### src/rtl/ffca_ram.sv
// Generic single-port-write, single-port-read RAM with registered read data.
// No dependencies.
module ffca_ram #(
    parameter int WIDTH = 8,
    parameter int DEPTH = 16
) (
    input  logic                     i_clk,
    input  logic                     i_we,
    input  logic [$clog2(DEPTH)-1:0] i_waddr,
    input  logic [WIDTH-1:0]         i_wdata,
    input  logic [$clog2(DEPTH)-1:0] i_raddr,
    output logic [WIDTH-1:0]         o_rdata
);

    logic [WIDTH-1:0] r_mem [DEPTH];

    always_ff @(posedge i_clk) begin
        if (i_we) begin
            r_mem[i_waddr] <= i_wdata;
        end
        o_rdata <= r_mem[i_raddr];
    end

endmodule
### config.mk
export PLATFORM = sky130hd
export DESIGN_NAME = ffca_ram
export DESIGN_NICKNAME = d
export VERILOG_FILES = /design/src/rtl/ffca_ram.sv
export SDC_FILE = /design/constraint.sdc
export NUM_CORES = 1
export LEC_CHECK = 0
export BUFFER_PORTS_ARGS = -buffer_cell sky130_fd_sc_hd__buf_2
export CAP_MARGIN = 10
export CORE_MARGIN = 2
export CORE_UTILIZATION = 35
export CTS_CLUSTER_DIAMETER = 30
export DETAILED_ROUTE_END_ITERATION = 10
export SLEW_MARGIN = 20
export SYNTH_ARGS = -nofsm -noshare
export SYNTH_HDL_FRONTEND = slang
export SYNTH_SLANG_ARGS = --single-unit
### constraint.sdc
create_clock -name i_clk -period 1.7 [get_ports i_clk]
set_input_delay 0.34 -clock i_clk [delete_from_list [all_inputs] [get_ports i_clk]]
set_output_delay 0.34 -clock i_clk [all_outputs]
set_load 0.05 [all_outputs]
## After elaboration in Yosys (flattened, before gate mapping)

Memory sizes are Yosys's and may differ from the RTL's. A register that Yosys moved wholly into a read port is not among the register bits.
Cells that the tools add are included.

| cells by class | value |
|---|---|
| multiplexer cells | 2 |

Operator list:

| cell | number |
|---|---|
| $mux W1 | 2 |

| storage, ports and cells | value |
|---|---|
| flip-flop bits (word level) | 0 |
| bits in writable memories | 128 |
| input port bits | 18 |
| output and inout bits | 8 |
| logic and storage cells | 3 |
| memories kept | 1 |

Memory list:

| name | words | width | rd ports | clocked after memory_dff | write ports | RTL line | source |
|---|---|---|---|---|---|---|---|
| r_mem | 16 | 8 | 1 | 1 | 1 | 15 | `logic [WIDTH-1:0] r_mem [DEPTH];` |

## Depth between registers and ports, before layout

Gate-level depths: netlist of the first run.

| logic depth | value |
|---|---|
| word-level depth | 2 |
| gate-level depth with buffers | 5 |
| depth with buffers taken out | 3 |

## Worst setup path after synthesis of the first run

Ideal clock, no wire load.

| timing path | value |
|---|---|
| path type | in2reg |
| start | in i_waddr[2] |
| end | mem r_mem[0][0] (enable) |
| setup time | 0.383 ns |
| arrival | 1.450 ns |
| required time | 1.317 ns |
| slack | -0.133 ns |
| stages | 2 |
| buffers on the path | 0 |
| cell sequence | or3b_2 > nor3_1 |

RTL lines:

| element | RTL line | source |
|---|---|---|
| start: declaration | 9 | `input logic [$clog2(DEPTH)-1:0] i_waddr,` |
| end: declaration | 15 |  |

No word-level cell before the write port.

==> results of run 1 <==
-- cell usage after synthesis, drive strengths merged --
| master | count | area [um2] |
|---|---|---|
| and2b | 1 | 7.51 |
| nand3 | 1 | 5.00 |
| clkdlybuf4s25 | 3 | 30.0 |
| nor3 | 4 | 20.0 |
| dfxtp | 8 | 160 |
| nor2b | 1 | 6.26 |
| or3b | 1 | 8.76 |
| mux4 | 32 | 773 |
| buf | 7 | 56.3 |
| nand3b | 2 | 15.0 |
| nand2b | 2 | 12.5 |
| nand2 | 9 | 33.8 |
| and2 | 1 | 6.26 |
| a22oi | 16 | 120 |
| edfxtp | 128 | 3840 |
| nor2 | 13 | 48.8 |
-- worst max-delay path, stage by stage --
cell,delay [ns]
buf_2,0.19
buf_12,0.22
mux4_1,0.58
a22oi_1,0.37
nand2_1,0.09
-- sequential cells by signal, indices dropped and copies added, names as in the netlist --
| signal | flops |
|---|---|
| o_rdata | 8 |
| r_mem | 128 |
-- final timing paths --
path	startpoint	to	slack, ns	depth (start not counted)
max	i_raddr[0]	o_rdata[1]$_DFF_P_	0.19	5
min	i_wdata[0]	r_mem[10][0]$_DFFE_PP_	0.31	1
max reg2reg	r_mem[1][1]$_DFFE_PP_	o_rdata[1]$_DFF_P_	0.26	3
min reg2reg	r_mem[8][1]$_DFFE_PP_	o_rdata[1]$_DFF_P_	0.68	3
-- logic make-up after synthesis --
group | share of synthesized area [%]
and+or+nand+nor | 3.18
buffers and inverters | 1.68
AOI/OAI and AO/OA | 2.33
DFF | 77.8
muxes | 15.0
-- metal layers --
metal / up-vias / wire length, um / global-route usage [%]
met5: - / 0 / 0
met4: 0 / 178 / 6.93
met3: 17 / 379 / 4.02
met2: 56 / 5120 / 22.3
met1: 1276 / 4640 / 18.4
li1: 1098 / - / -
-- through the flow --
stage	setup TNS (ns)	cell area, um2	total power (uW)	utilization [%]	std cells
finish	0	6200	7440	43.0	488
global placement	-0.764	5680	4290	39.4	456
detailed placement	-0.861	5680	4300	39.4	456
global route	0	6200	7690	43.0	488
floorplan	0	5150	4100	-	229
CTS	0	6200	7510	43.0	488
-- cell type report --
type,instances,area share [%]
sequential,136,64.5
multi-input combinational,83,17.1
clock buffer,20,7.04
timing repair buffer,53,6.21
tap,184,3.71
clock inverter,12,1.37
-- power by group through the flow --
stage | sequential, uW | clock (uW) | combinational, uW
after detailed placement | 3840 | 0 | 452
after global routing | 3780 | 3430 | 479
after global placement | 3840 | 0 | 444
after CTS | 3780 | 3290 | 453
final | 3780 | 3220 | 443
after floorplan | 3910 | 0 | 191
==> impl_metrics.py, run 1 <==
metrics = {
    "status": {
        "outcome": "finished clean",
    },
    "clock_network": {
        "root_buffer": "clkbuf_16",
        "postCtsSetupBuffers": 0,
        "cts_sinks": 136,
        "cts_resized": 0,
        "ctsHoldBuffers": 0,
        "clock_path_buffers": 2,
        "clock_latency_ns": 0.41,
        "clkTransAtPathRegs_ns": 0.06,
        "ctsHtreeMaxLevel": 4,
        "cts_made_buffers": 17,
        "cts_tree": "yes",
    },
    "synth": {
        "syn-instance-count": 229,
        "synth-seq-cells": 136,
        "yosysUniqueCellTypes": 19,
        "synth_nets": 247,
        "yosysSeqAreaShare_pct": 77.8,
        "avgSynthCellArea_um2": 22.5,
        "synth_area_mm2": 0.00515,
        "yosys_warnings": 0,
    },
    "sta": {
        "setup_viol": 0,
        "relSlewSlack_pct": 47.9,
        "rsz0062_at_grt": "false",
        "finalWorstSetupSlack_ns": 0.190,
        "worst_clock_skew_ns": 0.00617,
        "finalHoldViolCount": 0,
        "fin_crit_ns": 1.51,
        "worstMarginPinSlew_ns": 0.780,
        "drv_slew": 0,
        "holdWs_ns": 0.314,
        "fin_crit_sh_pct": 88.8,
        "fmax_ghz": 0.662,
    },
    "drt": {
        "detail_route.iter0.violations": 116,
        "drc": 0,
        "vias": 2447,
        "drt-pass1-iter-count": 4,
        "wl_per_cell_um": 21.1,
        "viasPerCell": 5.01,
        "wl_mm": 10.3,
        "drtAntennaViolNets": 0,
    },
    "finish": {
        "layout-drive-gt1-share_pct": 32.2,
        "antenna_cells": 0,
        "final_cell_mix": "128 x edfxtp_1, 25 x buf_2, 24 x buf_4",
        "seqCellArea_mm2": 0.00400,
        "area_growth_pct": 20.5,
        "nFillCells": 1259,
        "nNetsFinal": 309,
        "final_common_cell": "edfxtp_1",
        "multi_input_area_mm2": 0.00106,
    },
    "placed_design": {
        "io_buffers": 25,
        "place.gp.congestion": 0.736,
        "post-place-ws_ns": -0.258,
        "dp_hpwl_mm": 6.70,
    },
    "power_and_ir_drop": {
        "p_per_area_mw_per_mm2": 1200,
        "pwr-share-comb_pct": 6.0,
        "clkPwrFrac_pct": 43.3,
        "internal_power_uw": 5890,
        "vdd_drop_max_mv": 0.654,
        "swShare_pct": 20.9,
        "netSwitchingPower_uw": 1550,
        "leakage_uw": 0.00211,
        "power_frac_seq_pct": 50.7,
    },
    "die": {
        "start_util_pct": 35.7,
        "dieArea_mm2": 0.0157,
        "core_mm2": 0.0144,
        "rows": 44,
        "dieWidth_um": 125,
        "ioPinCount": 26,
        "die_y_um": 125,
    },
    "critical_path": {
        "arrival_ns": 1.80,
        "path_class": "primary input to flip-flop",
        "worstPathRequired_ns": 1.99,
        "worstPathMaxFanout": 19,
        "end_kind": "flip-flop",
        "startpoint_type": "primary input",
    },
    "grt": {
        "antenna_found_initial": 0,
        "grt_max_degree": 23,
        "grt_overflow_total": 0,
        "grt_pass1_vias": 2676,
        "grt_pass1_wl_mm": 16.0,
        "grtUsageTotal_pct": 14.2,
    },
    "flow_run": {
        "max_cap_violations": 0,
    },
    "hold_path": {
        "min_path_type": "primary input to flip-flop",
    },
}
(Power assumes the default switching activity.)
==> run 2, diff against run 1 <==
Settings changed: BUFFER_PORTS_ARGS -buffer_cell sky130_fd_sc_hd__buf_2 to not set, DONT_BUFFER_PORTS set to 1.
Clock period 1.7 ns to 1.4 ns, I/O delays scaled along.
==> impl_metrics.py, run 2 (synthesis results as in run 1) <==
metrics = {
    "finish": {
        "area_growth_pct": 19.8,
        "final_common_cell": "edfxtp_1",
        "postLayoutCellArea_mm2": 0.00617,
        "nNetsFinal": 280,
        "reg_top3": "r_mem x128, o_rdata x8",
        "largest_reg_flops": 128,
        "final_util_pct": 42.8,
        "final_cell_mix": "128 x edfxtp_1, 18 x mux4_2, 17 x clkbuf_16",
        "nFillCells": 1255,
        "layout-drive-gt1-share_pct": 26.2,
        "multi_input_area_mm2": 0.00110,
        "seqCellArea_mm2": 0.00400,
        "antenna_cells": 0,
        "top_register": "r_mem",
    },
    "clock_network": {
        "postCtsSetupBuffers": 0,
        "clock_latency_ns": 0.41,
        "cts_tree": "yes",
        "cts_made_buffers": 17,
        "root_buffer": "clkbuf_16",
        "cts_sinks": 136,
        "clkTransAtPathRegs_ns": 0.06,
        "ctsHtreeMaxLevel": 4,
        "clock_path_buffers": 2,
    },
    "placed_design": {
        "post-place-ws_ns": 0.0151,
        "io_buffers": 0,
        "place.gp.congestion": 0.690,
        "place_area_mm2": 0.00549,
        "dp_hpwl_mm": 5.90,
    },
    "sta": {
        "drv_slew": 0,
        "fin_crit_sh_pct": 98.2,
        "finalWorstSetupSlack_ns": 0.0253,
        "worstMarginPinSlew_ns": 0.843,
        "finalHoldViolCount": 0,
        "relSlewSlack_pct": 43.6,
        "fin_crit_ns": 1.37,
        "rsz0062_at_grt": "false",
        "setup_viol": 0,
        "worst_clock_skew_ns": 0.0119,
        "timing.setup.tns_ns": 0,
        "fmax_ghz": 0.727,
    },
    "grt": {
        "grtUsageTotal_pct": 13.1,
        "grt_pass1_wl_mm": 14.6,
        "antenna_found_initial": 0,
        "grt_max_degree": 33,
        "grt_overflow_total": 0,
        "grt_pass1_vias": 2431,
    },
    "critical_path": {
        "startpoint_type": "flip-flop",
        "worstPathRequired_ns": 1.12,
        "end_kind": "primary output",
        "arrival_ns": 1.09,
        "path_class": "flip-flop to primary output",
        "worstPathMaxFanout": 1,
    },
    "status": {
        "outcome": "finished clean",
    },
    "drt": {
        "drt-pass1-iter-count": 4,
        "detail_route.iter0.violations": 219,
        "vias": 2331,
        "viasPerCell": 5.08,
        "drtAntennaViolNets": 0,
        "drc": 0,
        "wl_mm": 9.77,
        "wl_per_cell_um": 21.3,
    },
    "power_and_ir_drop": {
        "pwr-share-comb_pct": 3.4,
        "vdd_drop_max_mv": 1.00,
        "clkPwrFrac_pct": 46.6,
        "internal_power_uw": 7480,
        "power_frac_seq_pct": 50.0,
        "leakage_uw": 0.00202,
        "swShare_pct": 20.2,
        "netSwitchingPower_uw": 1890,
        "p_per_area_mw_per_mm2": 1520,
    },
    "die": {
        "dieArea_mm2": 0.0157,
        "start_util_pct": 35.7,
        "ioPinCount": 26,
        "rows": 44,
        "die_y_um": 125,
        "dieWidth_um": 125,
        "core_mm2": 0.0144,
    },
    "flow_run": {
        "max_cap_violations": 0,
    },
    "hold_path": {
        "min_path_type": "primary input to flip-flop",
    },
}
-- run 2: cell count changes in the layout (fill, tap and decap cells not counted), sizes merged --
| cell | change |
|---|---|
| buf | -37 |
| dlygate4sd3 | +8 |
| clkbuf | -3 |
| bufinv | +2 |
| clkinv | +2 |
| clkinvlp | -1 |
-- run 2: stage by stage --
step	total power [uW]	hold WS, ns	std cells
floorplan	4990	0.379	229
global placement	5020	0.380	419
detailed placement	5030	0.380	419
CTS	9460	0.147	459
global route	9640	0.176	459
finish	9370	0.181	459
-- run 2: layout make-up --
cell class | instances | area share, %
well taps | 184 | 3.73
multi-input cells | 83 | 17.8
flip-flops and latches | 136 | 64.9
clock buffers | 17 | 6.90
clock inverters | 15 | 2.60
repair buffers | 24 | 4.06
-- run 2: final timing paths --
kind	slack, ns	endpoint	cells after the start	startpoint
setup / recovery	0.03	o_rdata[6]	0	o_rdata[6]$_DFF_P_
hold / removal	0.18	o_rdata[5]$_DFF_P_	3	i_raddr[1]
hold reg to reg	0.66	o_rdata[5]$_DFF_P_	3	r_mem[14][5]$_DFFE_PP_
setup reg to reg	0.06	o_rdata[6]$_DFF_P_	3	r_mem[11][6]$_DFFE_PP_
-- run 2: timing repair --
item / in CTS / in global routing
hold endpoints to repair: 128 / 0
resized for setup: 0 / 2
endpoints found under the setup margin: 0 / 2
hold buffers: 8 / 0
-- run 2: layer usage --
layer,wire length (um),global-route usage [%]
met5,0,0
met2,4770,20.0
met3,791,3.94
met1,4110,17.2
met4,99,6.27
-- run 2: power groups by stage --
stage,combinational [uW],sequential [uW],clock [uW]
after floorplan,238,4750,0
after CTS,326,4690,4450
after global routing,347,4690,4600
after global placement,256,4770,0
after detailed placement,258,4770,0
final,322,4680,4370
-- run 2: worst reg2reg max path, delay by kind of cell (launching register included) --
family	cells	cell delay, ns
compound gates	1	0.27
flops	1	0.35
mux	1	0.50
simple gates	1	0.09
